--- config.mk ---
export PLATFORM = sky130hd
export DESIGN_NAME = rolling_hash_chunk_boundary_top
export DESIGN_NICKNAME = d
export VERILOG_FILES = /design/src/rtl/core/rhcb_pkg.sv /design/src/rtl/core/rhcb_window_cell.sv /design/src/rtl/core/rhcb_window_chain.sv /design/src/rtl/core/rolling_hash_chunk_boundary_top.sv
export SDC_FILE = /design/constraint.sdc
export NUM_CORES = 1
export LEC_CHECK = 0
export ABC_AREA = 1
export BUFFER_PORTS_ARGS = -buffer_cell sky130_fd_sc_hd__buf_2
export CAP_MARGIN = 10
export CELL_PAD_IN_SITES_DETAIL_PLACEMENT = 0
export CELL_PAD_IN_SITES_GLOBAL_PLACEMENT = 1
export CORE_MARGIN = 2
export CORE_UTILIZATION = 49
export DETAILED_ROUTE_END_ITERATION = 16
export PLACE_DENSITY_LB_ADDON = 0.05
export REMOVE_ABC_BUFFERS = 1
export SLEW_MARGIN = 10
export SYNTH_ARGS = -nofsm -noshare
export SYNTH_HDL_FRONTEND = slang
export SYNTH_HIERARCHICAL = 1
export SYNTH_SLANG_ARGS = --single-unit
--- constraint.sdc ---
create_clock -name clock -period 13.1 [get_ports clock]
set_input_delay 3.275 -clock clock [delete_from_list [all_inputs] [get_ports clock]]
set_output_delay 3.275 -clock clock [all_outputs]
set_load 0.01 [all_outputs]
--- src/rtl/core/rhcb_pkg.sv ---
package rhcb_pkg;

   // Field widths of the request and response items.
   localparam int BYTE_W   = 8;
   localparam int FP_W     = 23;
   localparam int LEN_W    = 17;
   localparam int REASON_W = 2;
   localparam int NUMBER_W = 32;

   // Window and chunk limits.
   localparam int MAX_WINDOW = 64;
   localparam int WIN_IDX_W  = $clog2(MAX_WINDOW);
   localparam int WSIZE_W    = 7;
   localparam int MAX_CHUNK  = 65536;
   localparam int MASKB_W    = 5;
   localparam int MIN_W      = 16;

   // Configuration port.
   localparam int CSR_INDEX_W = 3;
   localparam int CSR_DATA_W  = 17;

   localparam logic [CSR_INDEX_W-1:0] CSR_WINDOW_SIZE    = 3'd0;
   localparam logic [CSR_INDEX_W-1:0] CSR_MASK_BITS      = 3'd1;
   localparam logic [CSR_INDEX_W-1:0] CSR_MIN_CHUNK_SIZE = 3'd2;
   localparam logic [CSR_INDEX_W-1:0] CSR_MAX_CHUNK_SIZE = 3'd3;

   // Register values after reset.
   localparam logic [WSIZE_W-1:0] RESET_WINDOW_SIZE = 7'd48;
   localparam logic [MASKB_W-1:0] RESET_MASK_BITS   = 5'd13;
   localparam logic [MIN_W-1:0]   RESET_MIN_CHUNK   = 16'd2048;
   localparam logic [LEN_W-1:0]   RESET_MAX_CHUNK   = 17'd16384;

   localparam int FP_BASE = 257;

   typedef enum logic [REASON_W-1:0] {
      CUT_ANCHOR  = 2'd0,
      CUT_MAXIMUM = 2'd1,
      CUT_EOS     = 2'd2
   } cut_reason_type;

   typedef struct packed {
      logic [BYTE_W-1:0] data_byte;
      logic              end_of_stream;
   } req_payload_type;

   typedef struct packed {
      logic [LEN_W-1:0]    chunk_length;
      logic [REASON_W-1:0] cut_reason;
      logic [NUMBER_W-1:0] chunk_number;
      logic [FP_W-1:0]     window_fingerprint;
   } rsp_payload_type;

   // Control from the fingerprint logic to the window chain.
   typedef struct packed {
      logic                 shift;
      logic [WIN_IDX_W-1:0] tap_sel;
   } win_ctrl_type;

   typedef logic [MAX_WINDOW:0][FP_W-1:0] pow_table_type;

   // Powers of the base modulo 2^23, built at elaboration.
   function automatic pow_table_type build_pow_table();
      pow_table_type tbl;
      logic [FP_W+9-1:0] prod;
      tbl[0] = FP_W'(1);
      for (int k = 1; k <= MAX_WINDOW; k++) begin
         prod   = (FP_W+9)'(tbl[k-1]) * (FP_W+9)'(FP_BASE);
         tbl[k] = prod[FP_W-1:0];
      end
      return tbl;
   endfunction

   localparam pow_table_type POW_TABLE = build_pow_table();

endpackage

--- src/rtl/core/rhcb_window_cell.sv ---
module rhcb_window_cell (
   input  logic       clock,
   input  logic       shift,
   input  logic [7:0] byte_in,
   output logic [7:0] byte_out
);
   logic [7:0] data_ff;

   always_ff @(posedge clock) begin
      if (shift) begin
         data_ff <= byte_in;
      end
   end

   assign byte_out = data_ff;
endmodule

--- src/rtl/core/rhcb_window_chain.sv ---
module rhcb_window_chain (
   input  logic                  clock,
   input  rhcb_pkg::win_ctrl_type ctrl,
   input  logic [7:0]            byte_in,
   output logic [7:0]            tap_byte
);
   import rhcb_pkg::*;

   // Cell 0 holds the newest byte; cell k holds the byte taken k requests earlier.
   logic [BYTE_W-1:0] cell_q [0:MAX_WINDOW-1];

   for (genvar k = 0; k < MAX_WINDOW; k++) begin : g_cell
      if (k == 0) begin : g_head
         rhcb_window_cell u_cell (
            .clock    (clock),
            .shift    (ctrl.shift),
            .byte_in  (byte_in),
            .byte_out (cell_q[k])
         );
      end else begin : g_body
         rhcb_window_cell u_cell (
            .clock    (clock),
            .shift    (ctrl.shift),
            .byte_in  (cell_q[k-1]),
            .byte_out (cell_q[k])
         );
      end
   end

   assign tap_byte = cell_q[ctrl.tap_sel];
endmodule

--- src/rtl/core/rolling_hash_chunk_boundary_top.sv ---
// Content-defined chunker with a Rabin-Karp rolling fingerprint (base 257,
// modulo 2^23) over a window of 2 to 64 bytes.
// The request channel (req_valid, req_ready, req_payload) carries one stream
// byte and an end-of-stream flag per request. The response channel (rsp_valid,
// rsp_ready, rsp_payload) carries one item per chunk cut: its length, the
// cut reason, the running chunk number and the fingerprint at the cut.
// The configuration channel (csr_valid, csr_ready, csr_index, csr_data) is
// always ready and should only be written while no response is pending.
// Each request is processed in the cycle it is accepted; a response, when the
// request causes one, is valid in the next cycle. One request is accepted
// every cycle while the response channel is not stalled; the per-byte
// fingerprint update (one 8 by 23 bit product and a few adds) is combinational.
// The window bytes sit in a chain of byte cells that shifts on every request;
// the byte leaving the window is picked from the chain by the window size.
// When the receiver stalls, the response stays in its output register and a
// new request is still taken if the response is consumed in the same cycle;
// otherwise req_ready drops. Synchronous reset clears the fingerprint, the
// byte and chunk counters and the response, and loads the default register
// values; the window cells are not cleared and need no clearing pass.
module rolling_hash_chunk_boundary_top (
   input  logic                                    clock,
   input  logic                                    reset,
   input  logic                                    req_valid,
   output logic                                    req_ready,
   input  rhcb_pkg::req_payload_type               req_payload,
   output logic                                    rsp_valid,
   input  logic                                    rsp_ready,
   output rhcb_pkg::rsp_payload_type               rsp_payload,
   input  logic                                    csr_valid,
   output logic                                    csr_ready,
   input  logic [rhcb_pkg::CSR_INDEX_W-1:0]        csr_index,
   input  logic [rhcb_pkg::CSR_DATA_W-1:0]         csr_data
);
   import rhcb_pkg::*;

   // Configuration, kept in the form the datapath uses: clamped window size,
   // the base raised to the window size, an expanded mask and a clamped maximum.
   logic [WSIZE_W-1:0] wsize_ff, wsize_in;
   logic [FP_W-1:0]    roll_coef_ff, roll_coef_in;
   logic [FP_W-1:0]    mask_ff, mask_in;
   logic [MIN_W-1:0]   min_ff, min_in;
   logic [LEN_W-1:0]   maxc_ff, maxc_in;

   // Chunk state.
   logic [FP_W-1:0]     fp_ff, fp_in;
   logic [LEN_W-1:0]    cnt_ff, cnt_in;
   logic [NUMBER_W-1:0] number_ff, number_in;

   // Response register.
   logic            rsp_valid_ff, rsp_valid_in;
   rsp_payload_type rsp_data_ff, rsp_data_in;

   logic              accept;
   logic              csr_write;
   win_ctrl_type      win_ctrl;
   logic [BYTE_W-1:0] old_byte;
   logic [BYTE_W-1:0] new_byte;
   logic              filling;
   logic [WSIZE_W-1:0] fill_idx;
   logic [BYTE_W-1:0] mul_a;
   logic [FP_W-1:0]   mul_b;
   logic [FP_W-1:0]   product;
   logic [FP_W-1:0]   fp_next;
   logic [LEN_W-1:0]  cnt_next;
   logic              cut;
   cut_reason_type    reason;
   logic [WSIZE_W-1:0] w_clamped;
   logic [LEN_W-1:0]   max_clamped;
   logic [FP_W-1:0]    mask_new;

   assign req_ready = !rsp_valid_ff || rsp_ready;
   assign accept    = req_valid && req_ready;
   assign csr_ready = 1'b1;
   assign csr_write = csr_valid && csr_ready;
   assign new_byte  = req_payload.data_byte;

   // The byte leaving the window was taken window-size requests ago.
   assign win_ctrl.shift   = accept;
   assign win_ctrl.tap_sel = WIN_IDX_W'(wsize_ff - WSIZE_W'(1));

   rhcb_window_chain u_chain (
      .clock    (clock),
      .ctrl     (win_ctrl),
      .byte_in  (new_byte),
      .tap_byte (old_byte)
   );

   // Register writes, clamped on the way in.
   always_comb begin
      if (csr_data[WSIZE_W-1:0] < WSIZE_W'(2)) begin
         w_clamped = WSIZE_W'(2);
      end else if (csr_data[WSIZE_W-1:0] > WSIZE_W'(MAX_WINDOW)) begin
         w_clamped = WSIZE_W'(MAX_WINDOW);
      end else begin
         w_clamped = csr_data[WSIZE_W-1:0];
      end
      if (csr_data[LEN_W-1:0] > LEN_W'(MAX_CHUNK)) begin
         max_clamped = LEN_W'(MAX_CHUNK);
      end else begin
         max_clamped = csr_data[LEN_W-1:0];
      end
      for (int i = 0; i < FP_W; i++) begin
         mask_new[i] = (MASKB_W'(i) < csr_data[MASKB_W-1:0]) || (i >= 2**MASKB_W);
      end
   end

   always_comb begin
      wsize_in     = wsize_ff;
      roll_coef_in = roll_coef_ff;
      mask_in      = mask_ff;
      min_in       = min_ff;
      maxc_in      = maxc_ff;
      if (csr_write) begin
         case (csr_index)
            CSR_WINDOW_SIZE: begin
               wsize_in     = w_clamped;
               roll_coef_in = POW_TABLE[w_clamped];
            end
            CSR_MASK_BITS: begin
               mask_in = mask_new;
            end
            CSR_MIN_CHUNK_SIZE: begin
               min_in = csr_data[MIN_W-1:0];
            end
            CSR_MAX_CHUNK_SIZE: begin
               maxc_in = max_clamped;
            end
            default: begin
            end
         endcase
      end
   end

   // Fingerprint update. While the window fills, the new byte is weighted by
   // the power for its place in the window. Once it is full, the update is
   // 257 * fp + byte - old_byte * 257^w, all modulo 2^23; one multiplier
   // serves both cases.
   assign filling  = cnt_ff < LEN_W'(wsize_ff);
   assign fill_idx = wsize_ff - WSIZE_W'(1) - cnt_ff[WSIZE_W-1:0];

   always_comb begin
      if (filling) begin
         mul_a = new_byte;
         mul_b = POW_TABLE[fill_idx];
      end else begin
         mul_a = old_byte;
         mul_b = roll_coef_ff;
      end
      product = FP_W'(mul_a) * mul_b;
      if (filling) begin
         fp_next = fp_ff + product;
      end else begin
         fp_next = {fp_ff[FP_W-BYTE_W-1:0], {BYTE_W{1'b0}}} + fp_ff
                   + FP_W'(new_byte) - product;
      end
      cnt_next = cnt_ff + LEN_W'(1);
   end

   // Cut decision. Anchor and maximum cuts are only considered once the window
   // is full and the chunk has reached the minimum size; an anchor match wins
   // over the maximum. The end-of-stream flag flushes whatever remains.
   always_comb begin
      cut    = 1'b0;
      reason = CUT_EOS;
      if (!filling && (cnt_next >= LEN_W'(min_ff))) begin
         if ((fp_next & mask_ff) == '0) begin
            cut    = 1'b1;
            reason = CUT_ANCHOR;
         end else if (cnt_next >= maxc_ff) begin
            cut    = 1'b1;
            reason = CUT_MAXIMUM;
         end
      end
      if (!cut && req_payload.end_of_stream) begin
         cut    = 1'b1;
         reason = CUT_EOS;
      end
   end

   always_comb begin
      fp_in        = fp_ff;
      cnt_in       = cnt_ff;
      number_in    = number_ff;
      rsp_valid_in = rsp_valid_ff && !rsp_ready;
      rsp_data_in  = rsp_data_ff;
      if (accept) begin
         if (cut) begin
            fp_in                          = '0;
            cnt_in                         = '0;
            number_in                      = number_ff + NUMBER_W'(1);
            rsp_valid_in                   = 1'b1;
            rsp_data_in.chunk_length       = cnt_next;
            rsp_data_in.cut_reason         = reason;
            rsp_data_in.chunk_number       = number_ff;
            rsp_data_in.window_fingerprint = fp_next;
         end else begin
            fp_in  = fp_next;
            cnt_in = cnt_next;
         end
      end
   end

   always_ff @(posedge clock) begin
      if (reset) begin
         wsize_ff     <= RESET_WINDOW_SIZE;
         roll_coef_ff <= POW_TABLE[RESET_WINDOW_SIZE];
         mask_ff      <= FP_W'((1 << RESET_MASK_BITS) - 1);
         min_ff       <= RESET_MIN_CHUNK;
         maxc_ff      <= RESET_MAX_CHUNK;
         fp_ff        <= '0;
         cnt_ff       <= '0;
         number_ff    <= '0;
         rsp_valid_ff <= 1'b0;
      end else begin
         wsize_ff     <= wsize_in;
         roll_coef_ff <= roll_coef_in;
         mask_ff      <= mask_in;
         min_ff       <= min_in;
         maxc_ff      <= maxc_in;
         fp_ff        <= fp_in;
         cnt_ff       <= cnt_in;
         number_ff    <= number_in;
         rsp_valid_ff <= rsp_valid_in;
      end
   end

   always_ff @(posedge clock) begin
      rsp_data_ff <= rsp_data_in;
   end

   assign rsp_valid   = rsp_valid_ff;
   assign rsp_payload = rsp_data_ff;

`ifndef SYNTHESIS
   // A response held by a stalled receiver must block new requests.
   a_stall_blocks: assert property (@(posedge clock) disable iff (reset)
      (rsp_valid_ff && !rsp_ready) |-> !req_ready)
      else $error("request accepted while a stalled response is pending");

   // Every cut restarts the chunk with an empty count and fingerprint.
   a_cut_clears: assert property (@(posedge clock) disable iff (reset)
      (accept && cut) |=> (cnt_ff == '0) && (fp_ff == '0))
      else $error("chunk state not cleared after a cut");

   // The open chunk never grows past the largest chunk size.
   a_cnt_bound: assert property (@(posedge clock) disable iff (reset)
      cnt_ff <= LEN_W'(MAX_CHUNK))
      else $error("chunk byte count beyond the maximum chunk size");

   // A response never reports an empty chunk.
   a_len_nonzero: assert property (@(posedge clock) disable iff (reset)
      rsp_valid_ff |-> (rsp_data_ff.chunk_length != '0))
      else $error("response with zero chunk length");
`endif
endmodule
Word level (Yosys, flattened, before mapping) --
Memories as Yosys holds them, arrays and structs flattened. A register that Yosys moved wholly into a read port is not among the register bits. Index checks and enable logic that the tools add are counted.
Cells by class: reductions and logical operators 18, order comparisons 31, mux-type cells 20, bitwise logic cells 3, multiply operators 1, add/sub/neg operators 8, eq/ne operators 3
Operators by type and width (count):
- 23-bit 2-to-1 mux | 4
- 8-bit binary-select mux with 6-bit select | 1
- 23-bit adder | 2
- 4-bit by 5-bit < comparator with 1-bit output (first input constant) | 8
- 5-bit < comparator (first input constant) | 7
- 17-bit 2-to-1 mux | 2
- 32-bit by 1-bit adder with 32-bit output (second input constant) | 1
- 8-bit 2-to-1 mux | 3
- 23-bit by 8-bit adder with 23-bit output | 1
- 23-bit AND | 1
- 23-bit zero test | 1
- 8-bit by 23-bit multiplier with 23-bit output | 1
- 23-bit subtractor | 1
- 3-bit by 5-bit < comparator with 1-bit output (first input constant) | 4
- 17-bit by 1-bit adder with 17-bit output (second input constant) | 1
- 17-bit by 16-bit greater-or-equal comparator with 1-bit output | 1
- 17-bit greater-or-equal comparator | 1
- 17-bit greater-than comparator (second input constant) | 1
- 17-bit by 7-bit < comparator with 1-bit output | 1
- 7-bit 2-to-1 mux | 2
- 1-bit by 5-bit < comparator with 1-bit output (first input constant) | 2
- 2-bit by 5-bit < comparator with 1-bit output (first input constant) | 2
- 2-bit AND reduction | 5
- 7-bit by 8-bit < comparator with 1-bit output (second input constant) | 1
- 17 further kinds | 30
Word-level totals: register bits after elaboration 722, input port bits 34, output and inout port bits 77, memories 2, logic and storage cells 163, bits in read-only memories 5888
Memories:
- (name not given) | words 128, bits a word 23, read ports 1, clocked after memory_dff 0, wr ports 0, line rolling_hash_chunk_boundary_top.sv:144 | mul_b = POW_TABLE[fill_idx];
- (name not given) | words 128, bits a word 23, read ports 1, clocked after memory_dff 1, wr ports 0, line rolling_hash_chunk_boundary_top.sv:117 | roll_coef_in = POW_TABLE[w_clamped];

Depth between registers and ports, before layout --
Gate-level depths: netlist (run 1).
depth after elaboration 18, gate-level depth with buffers 54, gate-level depth less buffers 54

Modules after synthesis --
The synthesis (run 1) kept the hierarchy.
Modules (own cells, without submodules):
- rolling_hash_chunk_boundary_top | times used 1, cells each 2316, seq. area each 5185.0 um^2, area each 17048.9 um^2
- rhcb_window_cell | times used 64, cells each 8, seq. area each 240.2 um^2, area each 240.2 um^2
- rhcb_window_chain | times used 1, cells each 1195, seq. area each 0.0 um^2, area each 5330.1 um^2

Least setup slack after synthesis (run 1) --
No wires, ideal clock.
kind input -> register, from in req_payload[8] in the netlist's numbering, to reg rsp_data_ff (netlist bit rsp_payload[0]), enable pin, required time 12670 ps, arrival 11187 ps, stages 37, library setup time 430 ps, setup slack 1483 ps, buffers on the path 0, cell sequence inv_1 > o21ai_0 > clkinv_1 > or2_2 > fa_1 > fa_1 > inv_1 > fa_1 > inv_1 > fa_1 > inv_1 > ha_1 > inv_1 > o31ai_1 > a21oi_1 > nor2_1 > nor2_1 > nor2_1 > o21ai_0 > nand2_1 > xor2_1 > fa_1 > ha_1 > inv_1 > nor4_1 > and2_1 > nand3_1 > nand3_1 > or2_2 > nand3_1 > nand2_1 > nand3_1 > nand3_1 > nand3_2 > nand3_4 > nand2_4 > inv_1
Between the ends: longest elaborated chain between the ends 12, elaborated cells between the ends (all ways) 14, classes of those cells add/sub: 3; mul: 1; mux: 5; bitwise: 1; reduce/logical: 4
RTL lines:
- start: declaration | line rolling_hash_chunk_boundary_top.sv:25 | input rhcb_pkg::req_payload_type req_payload,
- 8-bit 2-to-1 mux | line rolling_hash_chunk_boundary_top.sv:142 | if (filling) begin
- 8-bit by 23-bit multiplier with 23-bit output | line rolling_hash_chunk_boundary_top.sv:149 | product = FP_W'(mul_a) * mul_b;
- 23-bit subtractor or 23-bit adder (tied branches) | line rolling_hash_chunk_boundary_top.sv:154, rolling_hash_chunk_boundary_top.sv:151
- 23-bit 2-to-1 mux (*) | line rolling_hash_chunk_boundary_top.sv:150 | if (filling) begin
- 23-bit AND (*) | line rolling_hash_chunk_boundary_top.sv:166 | if ((fp_next & mask_ff) == '0) begin
- 23-bit zero test (*) | line rolling_hash_chunk_boundary_top.sv:166
- 1-bit 2-to-1 mux (*) | line rolling_hash_chunk_boundary_top.sv:166
- 1-bit 2-to-1 mux (*) | line rolling_hash_chunk_boundary_top.sv:165 | if (!filling && (cnt_next >= LEN_W'(min_ff))) begin
- 1-bit zero test | line rolling_hash_chunk_boundary_top.sv:174 | if (!cut && req_payload.end_of_stream) begin
- 1-bit logical AND | line rolling_hash_chunk_boundary_top.sv:174
- 1-bit 2-to-1 mux (*) | line rolling_hash_chunk_boundary_top.sv:174
- 2-bit AND reduction (no source line) (*)
- end signal: assignment | line rolling_hash_chunk_boundary_top.sv:228 | rsp_data_ff <= rsp_data_in;
- end: declaration | line rolling_hash_chunk_boundary_top.sv:51 | rsp_payload_type rsp_data_ff, rsp_data_in;
Every way passes the cells marked *; elsewhere a longest branch is shown, timed or not. A chain may end at the register's enable or synchronous reset.

==> flow_summary.yaml, run 1 <==
timing:
  finalSetupViolations: 0
  tightest_slew_ns: 1.235
  rsz0062_at_grt: "false"
  finalHoldViolCount: 0
  fmax_mhz: 86.54
  max_slew_margin: 0.1764
  drv_slew: 0
  finClkSkew_ns: 0.02596
  fin_crit_sh: 0.8821
  worst_hold_slack_ns: 0.4395
  fin_setup_tns_ns: 0
  fin_crit_ns: 11.56
die:
  die_h_um: 281.6
  die_w_um: 281.6
  io_pins: 111
  rows: 101
  core_area_um2: 76080
  die-area_um2: 79280
  initial_core_util: 0.4963
power:
  power_density_nw_per_um2: 194.6
  clockPowerShare: 0.286
  comb_power_share: 0.364
  switching_power_w: 0.003040
  p_int_w: 0.005063
  power.total_w: 0.008103
  max-vdd-ir-drop_mv: 0.3128
  seqPwrFrac: 0.349
  swShare: 0.3752
  p_leak_nw: 17.13
place:
  io_buffers: 109
  place_hpwl_um: 60650
  place.gp.congestion: 0.8887
clock_network:
  tritoncts: "yes"
  h-tree-depth: 3
  cts_resized: 0
  clockBufferDepth: 3
  insertion_delay_ns: 0.65
  clk_pin_slew_ns: 0.06
  numCtsBuffers: 83
  post_cts_buffers: 0
  clock-sinks: 734
  hold_buffers: 0
  cts-root-buf: "clkbuf_16"
run:
  drv_cap: 0
routing:
  dr.first_iter.drc_count: 2216
  viasPerCell: 5.340
  drtPass1Iterations: 7
  finalWirelength_um: 95330
  wl_per_cell_um: 18.43
  via_count: 27620
  postRouteAntennaNets: 0
  drc_errors: 0
grt:
  grt_max_degree: 193
  antenna_found_initial: 3
  grt_pass1_vias: 26740
  track_usage: 0.2423
  grt_first_pass_wirelength_um: 151800
  overflow: 0
synthesis:
  synth_flop_cell: "edfxtp_1"
  syn-instance-count: 4023
  yosysMostFrequentCell: "nand2_1"
  syn_avg_cell_area_um2: 9.384
  synth_seq_cells: 734
  synthesis.area_um2: 37750
  ys_types: 63
  yosysSeqAreaShare: 0.5446
  yosys_warnings: 6
  synth_commonest_cells: "nand2_1, edfxtp_1, nand3_1"
  async_reset_ff_frac: 0
  yosys.area.top_type: "edfxtp_1"
  synth-edff-count: 586
  synth_area_leaders: "edfxtp_1, nand2_1, dfxtp_1, nand3_1, ha_1"
  netlist.area_leader.share: 0.4661
critical_path:
  critical_path.startpoint: "wsize_ff[0]"
  critical_path.max_fanout: 66
  cp.arrival_ns: 11.91
  cp_slowest_cell: "fa_1"
  worstPathRequired_ns: 13.46
  critPathLaunchType: "register"
  end_kind: "register"
  slowest_delay_ns: 0.54
  crit_type: "register to register"
  r2r-start: "wsize_ff[0]"
layout:
  drive_gt1_frac: 0.07483
  syn_to_final_growth_pct: 10.32
  nNetsFinal: 4317
  diodes: 0
hold_path:
  min-delay-start: "u_chain/g_cell[24].g_body.u_cell/byte_out[7]"
  hp-class: "register to register"
run_status:
  outcome: "finished, final reports clean"
[final cells by class]
cell class,count,area [um^2]
Inverter,369,1414
Sequential cell,734,20560
Clock buffer,106,2183
Clock inverter,46,498.0
Timing Repair Buffer,143,903.4
Tap cell,1030,1289
Multi-Input combinational cell,2745,14800
Fill cell,7101,34420
[kinds of logic after synthesis]
family,count (synthesis),synth area share
AO/OA/AOI/OAI,406,0.06091
flip-flops,734,0.5446
AND/OR/NAND/NOR,2061,0.2308
buffers and inverters,544,0.06463
other,1,0.00009933
adder cells (fa/ha/maj),207,0.08272
XOR/XNOR,70,0.01624
[worst paths after layout]
check             depth (start not counted)  slack (ns)                                      endpoint
setup / recovery                         51        1.54                               rsp_payload[61]
hold / removal                            0        0.44  u_chain/g_cell[25].g_body.u_cell/byte_out[7]
setup reg to reg                         51        1.54                               rsp_payload[61]
hold reg to reg                           0        0.44  u_chain/g_cell[25].g_body.u_cell/byte_out[7]
[layer usage]
layer | vias to the layer above | track usage | share of wire
li1 | 13680 | - | -
met1 | 13150 | 0.3427 | 0.47
met2 | 631 | 0.3888 | 0.46
met3 | 162 | 0.03331 | 0.043
met4 | 6 | 0.07351 | 0.028
met5 | - | 0 | 0.00033
[registers in the layout (all words and copies together) (netlist names), 8 cells and up]
| signal | cells |
|---|---|
| min_ff | 16 |
| u_chain/g_cell.g_body.u_cell/byte_out | 504 |
| cnt_ff | 17 |
| u_chain/g_cell.g_head.u_cell/byte_out | 8 |
| mask_ff | 23 |
| fp_ff | 23 |
| maxc_ff | 17 |
| rsp_payload | 74 |
| roll_coef_ff | 13 |
| number_ff | 32 |
[critical path, delay by kind of cell (launching register included)]
family	cells	cell delay, ns
AOI/OAI and AO/OA	3	0.59
xor gates and xnor gates	1	0.29
buffers and inverters	13	2.57
adders and majority gates	8	3.61
DFF	1	0.48
and+or+nand+nor	26	3.58
[metrics by stage]
stage | cell area (um^2) | utilization | worst slack [ns] | instances
3_5_place_dp | 38970 | 0.5123 | 0.9662 | 5021
3_3_place_gp | 38970 | 0.5123 | 1.095 | 5021
6_report | 41650 | 0.5475 | 1.544 | 5173
5_1_grt | 41650 | 0.5475 | 0.5832 | 5173
2_1_floorplan | 36700 | - | -8.513 | 3848
4_1_cts | 41650 | 0.5475 | 1.516 | 5173
[layout by cell type (no fill, tap or decap), drive strengths merged, types with 41 or more instances in the layout]
cell type / n
buf: 143
edfxtp: 586
fa: 71
o21ai: 89
nand3: 580
nand2: 1187
clkbuf: 106
xor2: 58
nor2: 204
dfxtp: 148
clkinv: 41
ha: 136
a21oi: 228
inv: 367
[power groups by stage]
stage                     registers, W  logic, W  clock network, W
final                          0.00283   0.00295           0.00232
after global routing           0.00285   0.00337           0.00245
after CTS                      0.00283   0.00295           0.00237
after detailed placement       0.00288   0.00293                 0
after global placement         0.00288   0.00293                 0
after floorplan                0.00290   0.00207                 0
No activity file was read; power rests on OpenSTA's default activity.
==> inputs of run 2 (changes only) <==
--- a/config.mk
+++ b/config.mk
@@ -10,8 +10,7 @@
 export CAP_MARGIN = 10
 export CELL_PAD_IN_SITES_DETAIL_PLACEMENT = 0
 export CELL_PAD_IN_SITES_GLOBAL_PLACEMENT = 1
-export CORE_MARGIN = 2
-export CORE_UTILIZATION = 49
+export CORE_UTILIZATION = 53
 export DETAILED_ROUTE_END_ITERATION = 16
 export PLACE_DENSITY_LB_ADDON = 0.05
 export REMOVE_ABC_BUFFERS = 1
==> constraint.sdc (replaced) <==
create_clock -name clock -period 14.7 [get_ports clock]
set_input_delay 3.675 -clock clock [delete_from_list [all_inputs] [get_ports clock]]
set_output_delay 3.675 -clock clock [all_outputs]
set_load 0.01 [all_outputs]
==> run 2 against run 1 <==
  * Clock-buffer cell count decreased by 9
  * Die area decreased by 8.8%
  * Sequential power decreased by 11%
  * Wire length decreased by 3.4%
  * Critical path type unchanged
  * Via count decreased by 0.39%
  * Largest cell class unchanged
  * Cell count decreased by 2.0%
  * Critical path depth decreased by 1
  * Worst setup slack improved by 0.45 ns
  * Flip-flop and latch count unchanged
==> flow_summary.yaml, run 2 (synthesized netlist as in run 1, its figures left out) <==
grt:
  grt_pass1_vias: 26600
  antenna_found_initial: 5
  track_usage: 0.2595
  grt_first_pass_wirelength_um: 147800
  overflow: 0
  grt_max_degree: 199
timing:
  finalHoldViolCount: 0
  finalSetupViolations: 0
  finClkSkew_ns: 0.03364
  max_slew_margin: 0.1781
  rsz0062_at_grt: "false"
  fin_crit_sh: 0.8647
  fmax_mhz: 78.67
  worst_hold_slack_ns: 0.4265
  layout_setup_ws_ns: 1.989
  tightest_slew_ns: 1.233
  drv_slew: 0
  fin_crit_ns: 12.71
critical_path:
  end_kind: "register"
  cp_slowest_cell: "buf_4"
  worstRegToRegCells: 50
  critical_path.max_fanout: 122
  r2r-start: "wsize_ff[0]"
  ff2ff_setup_slack_ns: 1.99
  cp.arrival_ns: 13.01
  crit_type: "register to register"
  critPathLaunchType: "register"
  r2r_end: "rsp_payload[22]"
  slowest_delay_ns: 0.57
  worstPathRequired_ns: 15.00
clock_network:
  tritoncts: "yes"
  insertion_delay_ns: 0.64
  post_cts_buffers: 0
  numCtsBuffers: 78
  clockBufferDepth: 3
  clock-sinks: 734
  cts-root-buf: "clkbuf_16"
  clk_pin_slew_ns: 0.06
  hold_buffers: 0
  h-tree-depth: 3
  cts_resized: 0
power:
  swShare: 0.3711
  comb_power_share: 0.363
  power.total_w: 0.007063
  switching_power_w: 0.002621
  p_leak_nw: 17.04
  p_int_w: 0.004442
  clockPowerShare: 0.280
  power_density_nw_per_um2: 170.6
  seqPwrFrac: 0.357
  max-vdd-ir-drop_mv: 0.2456
run_status:
  outcome: "finished, final reports clean"
die:
  rows: 97
  io_pins: 111
  initial_core_util: 0.5373
  die_h_um: 268.9
  die-area_um2: 72300
  die_w_um: 268.9
  core_area_um2: 70270
routing:
  viasPerCell: 5.426
  postRouteAntennaNets: 0
  via_count: 27510
  drtPass1Iterations: 7
  dr.first_iter.drc_count: 2400
  finalWirelength_um: 92140
  drc_errors: 0
  wl_per_cell_um: 18.17
place:
  post-place-ws_ns: 1.582
  place.gp.congestion: 0.9128
  place_hpwl_um: 59920
  dp_cells: 4927
  place_area_um2: 38780
  io_buffers: 109
layout:
  syn_to_final_growth_pct: 9.648
  drive_gt1_frac: 0.07413
  final_cell_mix: "nand2_1, edfxtp_1, nand3_1, inv_1, a21oi_1"
  fill_cells: 6225
  design_area_um2: 41400
  largest_register_ffs: 504
  final_common_cell: "nand2_1"
  final_cells: 5071
  nNetsFinal: 4309
hold_path:
  hp-class: "register to register"
  hold_end: "u_chain/g_cell[49].g_body.u_cell/byte_out[4]"
  hold_depth: 0
  min-delay-start: "u_chain/g_cell[48].g_body.u_cell/byte_out[4]"
run:
  drv_cap: 0
-- run 2: cell type report --
cell class / instances / area (um^2) / area share
clock inverter: 43 / 444.2 / 0.01073
sequential: 734 / 20560 / 0.4967
inverter: 369 / 1414 / 0.03415
antenna: 3 / 7.507 / 0.0001814
tap: 940 / 1176 / 0.02841
clock buffer: 97 / 2140 / 0.05168
multi-input combinational: 2745 / 14800 / 0.3576
timing repair buffer: 140 / 850.8 / 0.02055
-- run 2: how the worst max path moves through the flow --
stage | start | end | slack, ns | cells past startpoint
CTS | wsize_ff[0] | rsp_payload[22] | 1.99 | 50
detailed placement | req_payload[8] | rsp_payload[22] | 1.58 | 40
finish | wsize_ff[0] | rsp_payload[22] | 1.99 | 50
floorplan | rsp_ready | rsp_payload[0] | -7.31 | 6
global placement | req_payload[8] | rsp_payload[1] | 1.80 | 40
global route | wsize_ff[0] | rsp_payload[22] | 0.91 | 52
-- run 2: power groups by stage --
stage / Combinational [W] / Sequential (W) / Clock, W
5_1_grt: 0.00294 / 0.00254 / 0.00210
3_5_place_dp: 0.00255 / 0.00256 / 0
6_report: 0.00256 / 0.00252 / 0.00198
2_1_floorplan: 0.00184 / 0.00258 / 0
4_1_cts: 0.00257 / 0.00252 / 0.00202
3_3_place_gp: 0.00254 / 0.00256 / 0
-- run 2: metrics by stage --
step	setup TNS, ns	util
global route	0	0.5890
detailed placement	0	0.5518
global placement	0	0.5518
CTS	0	0.5886
finish	0	0.5891
floorplan	-3233.28	-
-- run 2: per-layer routing --
metal  global-route usage  routed length [um]
met1               0.3743               43550
met5                    0                   0
met2               0.4127               42310
met4              0.07248                2118
met3              0.03224                4162
-- run 2: critical path, delay by kind of cell, from the launching register on --
family | cells | cell delay [ns]
AOI/OAI and AO/OA | 4 | 0.73
xor gates and xnor gates | 2 | 0.70
adders and majority gates | 8 | 3.61
buffers and inverters | 12 | 3.17
DFF | 1 | 0.38
and+or+nand+nor | 24 | 3.60
